**src/rtl/multitap_feedback_reverb_core_assert.svh**
```systemverilog
// ============================================================================
// Assertion macros for the multitap feedback reverb core
// Shared concurrent property wrappers; every property is disabled in reset.
// ============================================================================
`ifndef MULTITAP_FEEDBACK_REVERB_CORE_ASSERT_SVH
`define MULTITAP_FEEDBACK_REVERB_CORE_ASSERT_SVH

// Same-cycle implication: cons must hold whenever ante holds
`define MFR_ASSERT_IMP(lbl, clk, rstn, ante, cons) \
    lbl: assert property (@(posedge clk) disable iff (!(rstn)) (ante) |-> (cons)) \
        else $error("same-cycle check failed");

// Next-cycle implication: cons must hold in the cycle after ante
`define MFR_ASSERT_NXT(lbl, clk, rstn, ante, cons) \
    lbl: assert property (@(posedge clk) disable iff (!(rstn)) (ante) |=> (cons)) \
        else $error("next-cycle check failed");

`endif

```
**src/rtl/mfr_pkg.sv**
```systemverilog
// ============================================================================
// mfr_pkg
// Shared constants, microcode control word and condition codes of the reverb.
// ============================================================================
`timescale 1ns / 1ps

package mfr_pkg;

    // Delay line geometry (power of two, addressed by the 15-bit delay field)
    localparam int LINE_DEPTH   = 32768;
    localparam int ADDR_W       = $clog2(LINE_DEPTH);
    localparam int TAP_COUNT    = 8;
    localparam int NUM_TAP_REGS = 8;

    // Field widths
    localparam int CFG_W     = 31;
    localparam int CFG_IDX_W = 3;
    localparam int SAMPLE_W  = 16;
    localparam int GAIN_W    = 16;
    localparam int DELAY_W   = 15;
    localparam int DELAY_LSB = 16;
    localparam int FRAC_W    = 15;
    localparam int PROD_W    = 2 * SAMPLE_W;
    localparam int ACC_W     = 35;
    localparam int RES_W     = ACC_W - FRAC_W;
    localparam int TAP_SEL_W = 3;

    // Sequencer
    localparam int STEP_W = 4;

    // Step condition codes
    typedef enum logic [1:0] {
        COND_ALWAYS = 2'd0,
        COND_IN     = 2'd1,
        COND_OUT    = 2'd2
    } cond_t;

    // One microcode control word
    typedef struct packed {
        cond_t                 cond;
        logic                  load_acc;
        logic                  rd_en;
        logic [TAP_SEL_W-1:0]  tap_sel;
        logic                  mul_en;
        logic                  acc_en;
        logic                  finish;
        logic [STEP_W-1:0]     next_step;
    } ctrl_word_t;

    // Handshake status seen by the sequencer
    typedef struct packed {
        logic in_valid;
        logic out_free;
    } seq_status_t;

    // Program step names
    localparam logic [STEP_W-1:0] STEP_WAIT   = 4'd0;
    localparam logic [STEP_W-1:0] STEP_RD0    = 4'd1;
    localparam logic [STEP_W-1:0] STEP_DRAIN1 = 4'd9;
    localparam logic [STEP_W-1:0] STEP_DRAIN2 = 4'd10;
    localparam logic [STEP_W-1:0] STEP_DONE   = 4'd11;

endpackage

```
**src/rtl/mfr_ucode_rom.sv**
```systemverilog
// ============================================================================
// mfr_ucode_rom
// Read-only program of the reverb sequencer: one control word per step.
// ============================================================================
`timescale 1ns / 1ps

module mfr_ucode_rom
    import mfr_pkg::*;
(
    input  logic [STEP_W-1:0] step,
    output ctrl_word_t        cw
);

    // Decode the step into its control word
    always_comb begin
        cw = '0;
        cw.cond      = COND_ALWAYS;
        cw.next_step = STEP_WAIT;
        case (step)
            STEP_WAIT: begin
                cw.cond      = COND_IN;
                cw.load_acc  = 1'b1;
                cw.next_step = STEP_RD0;
            end
            4'd1, 4'd2, 4'd3, 4'd4, 4'd5, 4'd6, 4'd7, 4'd8: begin
                // issue tap read, multiply previous tap, add the one before
                cw.rd_en     = 1'b1;
                cw.tap_sel   = TAP_SEL_W'(step - STEP_RD0);
                cw.mul_en    = (step != STEP_RD0);
                cw.acc_en    = (step > 4'd2);
                cw.next_step = step + 4'd1;
            end
            STEP_DRAIN1: begin
                cw.mul_en    = 1'b1;
                cw.acc_en    = 1'b1;
                cw.next_step = STEP_DRAIN2;
            end
            STEP_DRAIN2: begin
                cw.acc_en    = 1'b1;
                cw.next_step = STEP_DONE;
            end
            STEP_DONE: begin
                cw.cond      = COND_OUT;
                cw.finish    = 1'b1;
                cw.next_step = STEP_WAIT;
            end
            default: begin
                cw.next_step = STEP_WAIT;
            end
        endcase
    end

endmodule

```
**src/rtl/mfr_seq.sv**
```systemverilog
// ============================================================================
// mfr_seq
// Step counter: advances through the program, holding on unmet conditions.
// ============================================================================
`timescale 1ns / 1ps

module mfr_seq
    import mfr_pkg::*;
(
    input  logic        aclk,
    input  logic        aresetn,
    input  seq_status_t status,
    output ctrl_word_t  cw,
    output logic        go
);

    logic [STEP_W-1:0] step_reg;
    logic [STEP_W-1:0] step_next;

    mfr_ucode_rom u_rom (
        .step (step_reg),
        .cw   (cw)
    );

    // Evaluate the step's condition
    always_comb begin
        case (cw.cond)
            COND_ALWAYS: go = 1'b1;
            COND_IN:     go = status.in_valid;
            COND_OUT:    go = status.out_free;
            default:     go = 1'b1;
        endcase
        step_next = go ? cw.next_step : step_reg;
    end

    // Hold or advance the step counter
    always_ff @(posedge aclk) begin
        if (!aresetn) begin
            step_reg <= STEP_WAIT;
        end else begin
            step_reg <= step_next;
        end
    end

endmodule

```
**config.mk**
```make
export PLATFORM = sky130hd
export DESIGN_NAME = mfr_seq
export DESIGN_NICKNAME = d
export VERILOG_FILES = /design/src/rtl/multitap_feedback_reverb_core_assert.svh /design/src/rtl/mfr_pkg.sv /design/src/rtl/mfr_ucode_rom.sv /design/src/rtl/mfr_seq.sv
export SDC_FILE = /design/constraint.sdc
export NUM_CORES = 1
export LEC_CHECK = 0
export ABC_AREA = 1
export BUFFER_PORTS_ARGS = -buffer_cell sky130_fd_sc_hd__buf_2
export CORE_AREA = 4 4 41 43
export CTS_BUF_LIST = sky130_fd_sc_hd__clkbuf_8
export CTS_CLUSTER_DIAMETER = 40
export DETAILED_ROUTE_END_ITERATION = 16
export DIE_AREA = 0 0 45 47
export PLACE_DENSITY_LB_ADDON = 0.15
export SETUP_SLACK_MARGIN = 0.3
export SYNTH_ARGS = -nofsm -noshare
export SYNTH_HDL_FRONTEND = slang
export SYNTH_SLANG_ARGS = --single-unit
```
**constraint.sdc**
```tcl
create_clock -name aclk -period 2.2 [get_ports aclk]
set_clock_uncertainty 0.1 [all_clocks]
set_input_delay 0.22 -clock aclk [delete_from_list [all_inputs] [get_ports aclk]]
set_output_delay 0.22 -clock aclk [all_outputs]
set_load 0.02 [all_outputs]
```
* Word-level counts from Yosys, hierarchy flattened *
Cells that the tools add are included.
Widths: inputs -> output; s select.

word-level totals
  bits in registers = 4
  bits of input ports = 4
  output and inout port bits = 15
  word-level logic and storage cells = 29

cells by class
  $add $sub $neg = 2
  $lt $le $gt $ge = 1
  equal/unequal tests = 14
  multiplexer cells = 8
  reduce and logical (&&, ||, !) cells = 3

operators with widths
  operator             count
  $eq 4x3->1 const B   4
  $eq 4x4->1 const B   4
  $pmux 4 s4           1
  $eq 4x2->1 const B   2
  $reduce_or 8->1      1
  $pmux 1 s2           3
  $add 4x1->4 const B  1
  $eq 4x1->1 const B   1
  $gt 4x2->1 const B   1
  $logic_not 4->1      1
  $mux 4               1
  $ne 4x1->1 const B   1
  $pmux 2 s2           1
  $sub 3x1->3 const B  1
  $eq 2x1->1 const B   1
  $eq 2x2->1 const B   1
  $mux 1               2
  $reduce_or 2->1      1

* Logic depth before layout (Yosys ltp) *
Gate-level depths: netlist of run 1.

  depth after elaboration = 4
  gate-level depth with buffers = 11
  mapped depth without buffers = 11

* Modules after synthesis *
Synthesis of run 1 repeated with hierarchy kept, for this count alone.

unflattened totals
  cell total of the unflattened synthesis = 96
  area total of the unflattened synthesis = 605.6 um^2

by module, submodules not included
  module         instances  cells each  area each (um^2)  seq. area each (um^2)
  mfr_ucode_rom  1          56          339.1             0.0
  mfr_seq        1          40          266.5             80.1

* Least setup slack after synthesis of run 1 *
Ideal clock, no wire load.

  path type = register -> register
  start = register step_reg[0]
  end = register step_reg[2]
  setup time = 0.129 ns
  data arrival time = 2.128 ns
  data required time = 1.971 ns
  path slack = -0.157 ns
  stages on the path, launching flop included = 10
  path buffers = 0
  clock period less this slack = 2.357 ns
  cells stage by stage = dfxtp_1 -> inv_1 -> ha_1 -> inv_1 -> nor2_1 -> ha_1 -> a21oi_1 -> nand2_1 -> o21ai_0 -> a21oi_1

on the way
  longest elaborated chain between the ends = 4
  elaborated cells on any way between the ends = 19
  classes of those cells = add/sub: 1; eq/ne: 13; mux: 3; reduce/logical: 2

ends and longest elaborated chain
  what                                           RTL line             source
  start, declared                                mfr_seq.sv:17        logic [STEP_W-1:0] step_reg;
  start signal, assigned                         mfr_seq.sv:41        step_reg <= step_next;
  $eq 4x4->1 or $logic_not 4->1 (tied branches)  mfr_ucode_rom.sv:19  case (step)
  $pmux 2 s2 *                                   mfr_ucode_rom.sv:19
  $eq 2x2->1 or $eq 2x1->1 (tied branches)       mfr_seq.sv:27        case (cw.cond)
  $pmux 1 s2 *                                   mfr_seq.sv:27
  named net go                                   mfr_seq.sv:14        output logic go

The timed path passes the listed nets; every way through them passes the cells marked *.
A chain may end at the register's enable or synchronous reset.

* Worst setup path after layout of run 1 *
  start = register step_reg[1]
  end = output go

on the way
  longest elaborated chain between the ends = 4
  elaborated cells on any way between the ends = 6
  classes of those cells = eq/ne: 3; mux: 2; reduce/logical: 1

ends and longest elaborated chain
  what                                           RTL line
  $eq 4x4->1 or $logic_not 4->1 (tied branches)  mfr_ucode_rom.sv:19
  $pmux 2 s2 *                                   mfr_ucode_rom.sv:19
  $eq 2x2->1 or $eq 2x1->1 (tied branches)       mfr_seq.sv:27
  $pmux 1 s2 *                                   mfr_seq.sv:27
  end, declared                                  mfr_seq.sv:14

Every way passes the cells marked *; elsewhere a longest branch is shown, timed or not.

==> impl_metrics.csv, run 1 <==
group,metric,value,unit
routing,drtPass1Iterations,4,
die,die_y,47,um
final_layout,nNetsFinal,118,
final_layout,antenna_cells,0,
yosys,synth_top_area_share,17.46,%
yosys,synth_top_cell_by_area,"ha_1",
global_route,grt_max_degree,8,
worst_setup_path,crit_path_end_kind,"output pin",
power_and_ir_drop,ir_drop,0.0009696,V
timing,fin_tns_setup,0,ns
yosys,synth_warnings,0,
worst_setup_path,worstSetupPathType,"reg -> out",
worst_setup_path,cp-start-kind,"flop",
die,dieArea,0.002115,mm^2
die,start_util,38.56,%
yosys,avgSynthCellArea,6.516,um^2
clocking,cts_num_sinks,4,
die,core_area,0.001301,mm^2
global_route,grt_antenna_before_repair,0,
final_layout,mostFrequentLayoutCell,"buf_2",
yosys,syn_area,501.7,um^2
clocking,cts.reportedPaths.clkPinSlew,0.03,ns
yosys,ys_ff_latch,4,
timing,rsz0062_at_grt,"yes",
final_layout,nFillCells,122,
place,gp_congestion,0.7802,
worst_setup_path,cp_data_required_time,1.88,ns
yosys,synthCells,77,
worst_setup_path,arrival,1.55,ns
routing,postRouteAntennaNets,0,
yosys,synth.distinct_cells,20,
timing,tightest_slew,0.2755,ns
final_layout,syn2layout_area_growth,59.35,%
clocking,holdBufCountCts,0,
die,rows,13,
clocking,cts_tree,"yes",
timing,hold_viol,0,
power_and_ir_drop,leakagePower,0.4434,nW
final_layout,mostFrequentLayoutCells,"buf_2, nand2_1, inv_1, buf_4, nand2_2",
timing,fin_crit_sh,84.96,%
job,cap_violations,0,
global_route,gr-total-overflow,0,
yosys,synthTopCellsByArea,"ha_1, dfxtp_1, nand2_1, inv_1, a21oi_1",
clocking,cts_buffers,3,
routing,drc_errors,0,
routing,drtIter0Drc,9,
final_layout,largest_reg_flops,4,
clocking,htreeDepth,1,
timing,finalCriticalPeriod,1.869,ns
routing,vias_per_cell,4.867,
yosys,syn-num-nets,88,
clocking,clk_latency,0.22,ns
timing,final.setup.worst_slack,0.3309,ns
place,dpl.hpwl,967,um
routing,vias,584,
timing,hold_slack,0.1824,ns
final_layout,drive_gt1_share,55.24,%
global_route,first_global_vias,504,
global_route,grtUsageTotal,14.29,%
clocking,cts_root_buf,"clkbuf_8",
yosys,ys_seq_area_share,15.96,%
die,die_x,45,um
place,port_buffers,18,
routing,wire_per_inst,13.28,um
die,ios,19,
timing,setup_viol,0,
timing,fmax,0.5350,GHz
worst_setup_path,worstPathMaxFanout,6,
timing,slew_headroom,81.63,%
clocking,clockBufferDepth,2,
run_status,outcome,"completed",
global_route,grt_pass1_wl,2139,um
min_path,min_path_type,"in -> reg",
routing,wirelength,1594,um
place,dp_slack,0.1934,ns
timing,maxSlewViolCount,0,
power_and_ir_drop,power,1.531,mW
power_and_ir_drop,power.density,1915,mW/mm^2
[synthesized netlist by cell type, drive strengths merged]
cell type,n
a31oi,3
xor2,1
buf,3
inv,17
a21oi,5
dfxtp,4
nor2,5
nand3,5
nand2,21
nand4,1
ha,7
xnor2,1
o21ai,4
[what timing repair did]
action,4_1_cts,5_1_grt
setup buffers,2,7
endpoints found under the setup margin,11,11
cloned,0,0
pin swaps,1,6
resized for setup,13,14
[final timing paths]
check | start | endpoint | cells after the start | slack, ns
worst max-delay path | step_reg[1]$_SDFFE_PN0P_ | go | 8 | 0.33
worst max register to register | step_reg[1]$_SDFFE_PN0P_ | step_reg[2]$_SDFFE_PN0P_ | 10 | 0.42
worst min-delay path | aresetn | step_reg[2]$_SDFFE_PN0P_ | 3 | 0.18
worst min register to register | step_reg[3]$_SDFFE_PN0P_ | step_reg[3]$_SDFFE_PN0P_ | 4 | 0.64
[layer usage]
metal	GRT usage [%]	wire, um
met5	0	0
met4	7.018	36
met3	3.448	89
met2	22.88	758
met1	17.91	708
[report_power, final]
group | switching [mW] | internal [mW]
clock | 0.0353 | 0.116
combinational | 0.715 | 0.506
sequential | 0.0507 | 0.108
[through the flow]
stage / instances / area [um^2] / utilization [%]
after floorplan: 77 / 515.5 / -
after detailed placement: 108 / 605.6 / 46.54
after CTS: 113 / 691.9 / 53.17
after global placement: 108 / 605.6 / 46.54
after global routing: 120 / 799.5 / 61.44
final: 120 / 799.5 / 61.44
[worst max-delay path, stage by stage, from the launching register on]
cell and delay, ns:
dfxtp_4 0.37, inv_4 0.08, ha_4 0.13, inv_2 0.04
nor2_4 0.15, ha_4 0.22, a21oi_4 0.13, nand2_2 0.08
buf_6 0.13
[layout make-up]
| type | count | area, um^2 | area share [%] |
|---|---|---|---|
| multi-input combinational | 53 | 405.4 | 50.70 |
| sequential | 4 | 88.84 | 11.11 |
| inverter | 17 | 71.32 | 8.920 |
| clock buffer | 3 | 41.29 | 5.164 |
| timing repair buffer | 28 | 173.9 | 21.75 |
| tap | 15 | 18.77 | 2.347 |
[logic make-up (layout without fill, tap and decap cells)]
kind of cell / Yosys count / in the layout / synth area share, %
fa+ha+maj: 7 / 7 / 17.46
simple gates: 32 / 32 / 31.67
buf+inv: 20 / 48 / 17.95
compound gates: 12 / 12 / 13.47
xor+xnor: 2 / 2 / 3.492
flops: 4 / 4 / 15.96
Note: power is estimated with default switching activity, not from simulation.
==> run 2, diff against run 1 <==
ABC_AREA = 0   (was 1)
CORE_AREA = unset   (was 4 4 41 43)
CORE_MARGIN = 4   (was unset)
CORE_UTILIZATION = 39   (was unset)
DIE_AREA = unset   (was 0 0 45 47)
clock period = 1.9 ns   (was 2.2 ns; I/O delays follow)
==> impl_metrics.csv, run 2 <==
group,metric,value,unit
clocking,clockBufferDepth,2,
min_path,hold_end,"step_reg[0]$_SDFFE_PN0P_",
global_route,grtUsageTotal,29.53,%
timing,maxSlewViolCount,0,
timing,tightest_slew,0.3151,ns
worst_setup_path,reg2reg_to,"step_reg[0]$_SDFFE_PN0P_",
routing,drc_errors,0,
final_layout,nFillCells,28,
timing,fin_crit_sh,111.4,%
final_layout,post-route-cell-area,0.001236,mm^2
global_route,gr-total-overflow,0,
worst_setup_path,worstReg2RegStart,"step_reg[1]$_SDFFE_PN0P_",
routing,drtIter0Drc,79,
min_path,hold_path.startpoint,"aresetn",
final_layout,drive_gt1_share,73.55,%
clocking,cts_num_sinks,4,
die,die_y,44.88,um
die,die_x,44.88,um
routing,wirelength,3358,um
yosys,synth_warnings,0,
worst_setup_path,crit_slowest_cell,"dfxtp_4",
yosys,ys_seq_area_share,15.09,%
global_route,grt_max_degree,11,
die,dieArea,0.002014,mm^2
die,start_util,41.29,%
yosys,synth_top_cell_by_area,"ha_1",
place,dpl_cell_area,808.3,um^2
final_layout,syn2layout_area_growth,133.0,%
yosys,synthCells,71,
global_route,grt_antenna_before_repair,0,
clocking,holdBufCountCts,0,
die,ios,19,
yosys,synth-async-reset-ratio,0,%
routing,wire_per_inst,24.69,um
min_path,min_path_type,"in -> reg",
yosys,syn_area,530.5,um^2
worst_setup_path,cp-start-kind,"flop",
final_layout,nNetsFinal,133,
global_route,first_global_vias,795,
clocking,cts_root_buf,"clkbuf_8",
final_layout,mostFrequentLayoutCell,"buf_4",
yosys,synth_top_area_share,16.51,%
yosys,synth_edf_count,0,
worst_setup_path,cpPeakStageDelay,0.38,ns
final_layout,largest_reg_flops,4,
min_path,hold_depth,2,
timing,hold_viol,0,
worst_setup_path,worstSetupPathType,"reg -> out",
place,dpl.hpwl,1170,um
routing,drtPass1Iterations,4,
worst_setup_path,arrival,1.83,ns
place,port_buffers,18,
timing,setup_viol,14,
yosys,ys.flop_type,"dfxtp_1",
timing,fmax,0.4724,GHz
yosys,avgSynthCellArea,7.472,um^2
yosys,synth.distinct_cells,30,
die,rows,13,
timing,final.setup.worst_slack,-0.2167,ns
final_layout,fin_util,96.20,%
die,core_area,0.001285,mm^2
yosys,synth_most_common_cell,"o21ai_0",
job,cap_violations,0,
clocking,cts.reportedPaths.clkPinSlew,0.04,ns
clocking,cts_buffers,3,
yosys,synth_top_cells_by_count,"o21ai_0, ha_1, inv_1, nor2_1, dfxtp_1",
worst_setup_path,crit_top_cell,"o21ai_1",
timing,slew_headroom,78.84,%
worst_setup_path,crit_path_end_kind,"output pin",
global_route,grt_pass1_wl,4133,um
timing,finalCriticalPeriod,2.117,ns
final_layout,antenna_cells,0,
yosys,synthTopCellsByArea,"ha_1, dfxtp_1, o21ai_0, inv_1, nor2_1",
worst_setup_path,r2r_setup_slack,-0.19,ns
run_status,failed_checks,"setup timing",
worst_setup_path,crit_buf_inv,4,
clocking,clk_latency,0.23,ns
timing,rsz0062_at_grt,"yes",
worst_setup_path,worstPathMaxFanout,5,
routing,vias_per_cell,6.228,
worst_setup_path,cp_data_required_time,1.61,ns
clocking,htreeDepth,1,
worst_setup_path,worstRegToRegCells,8,
place,gp_congestion,0.8418,
final_layout,mostFrequentLayoutCells,"buf_4, buf_6, ha_4, buf_2",
clocking,cts_tree,"yes",
worst_setup_path,crit_family,"compound AO/OA/AOI/OAI gates",
yosys,ys_ff_latch,4,
routing,postRouteAntennaNets,0,
yosys,syn-num-nets,82,
worst_setup_path,critical_path.cell_chain,"inv_4 -> buf_12 -> ha_4 -> buf_6 -> o21ai_1 -> o21ai_1 -> a21oi_1 -> buf_4",
routing,vias,847,
run_status,outcome,"finished with violations",
-- run 2: routing by layer --
layer,GRT usage (%),wire length [um],up-vias
met1,33.41,1251,396
met2,51.58,1642,76
met5,0,0,-
met3,7.171,277,19
met4,14.04,187,0
li1,-,-,356
-- run 2: worst max path at each step --
stage	startpoint	slack (ns)	cells after the start	endpoint
after detailed placement	step_reg[1]$_SDFFE_PN0P_	-0.09	8	step_reg[2]$_SDFFE_PN0P_
after global routing	step_reg[0]$_SDFFE_PN0P_	-0.27	8	cw[5]
final	step_reg[0]$_SDFFE_PN0P_	-0.22	8	cw[5]
after floorplan	step_reg[0]$_SDFFE_PN0P_	-0.13	9	step_reg[2]$_SDFFE_PN0P_
after global placement	step_reg[1]$_SDFFE_PN0P_	-0.06	8	step_reg[2]$_SDFFE_PN0P_
after CTS	step_reg[0]$_SDFFE_PN0P_	-0.08	6	go
-- run 2: area by class of cell --
class                      instances  area [um^2]  share of cell area, %
clock buffer                       3        41.29                  3.340
clock inverter                     1        3.754                 0.3036
inverter                           7        31.28                  2.530
multi-input combinational         54        583.1                  47.17
sequential                         4        88.84                  7.186
tap                               15        18.77                  1.518
timing repair buffer              52        469.2                  37.96
-- run 2: what timing repair did --
action                                  in CTS  in global routing
endpoints found under the setup margin      17                 17
gates resized for setup                     64                 10
cloned                                       0                  0
setup buffers                               10                  3
pin swaps                                   13                  4
-- run 2: kinds of logic (layout without fill, tap and decap cells) --
kind of cell               after synthesis  after routing  share of synthesized area [%]
AOI/OAI and AO/OA                       25             25                          32.31
muxes                                    1              1                          1.887
xor gates and xnor gates                 2              2                          3.302
adders and majority gates                7              7                          16.51
and+or+nand+nor                         19             19                          18.16
DFF                                      4              4                          15.09
buffers and inverters                   13             63                          12.73
-- run 2: metrics by stage --
stage	hold slack, ns	std cells	TNS (ns)	worst slack, ns
2_1_floorplan	0.2183	71	-0.2804	-0.1272
3_3_place_gp	0.3907	119	-0.1047	-0.06275
4_1_cts	0.1400	133	-0.2863	-0.08317
3_5_place_dp	0.3728	119	-0.1457	-0.08983
6_report	0.1667	136	-1.814	-0.2167
5_1_grt	0.1671	136	-2.390	-0.2683
Power of run 2 is not shown: default switching activity piles up to over one toggle a cycle in this logic, so the estimate is an artifact.
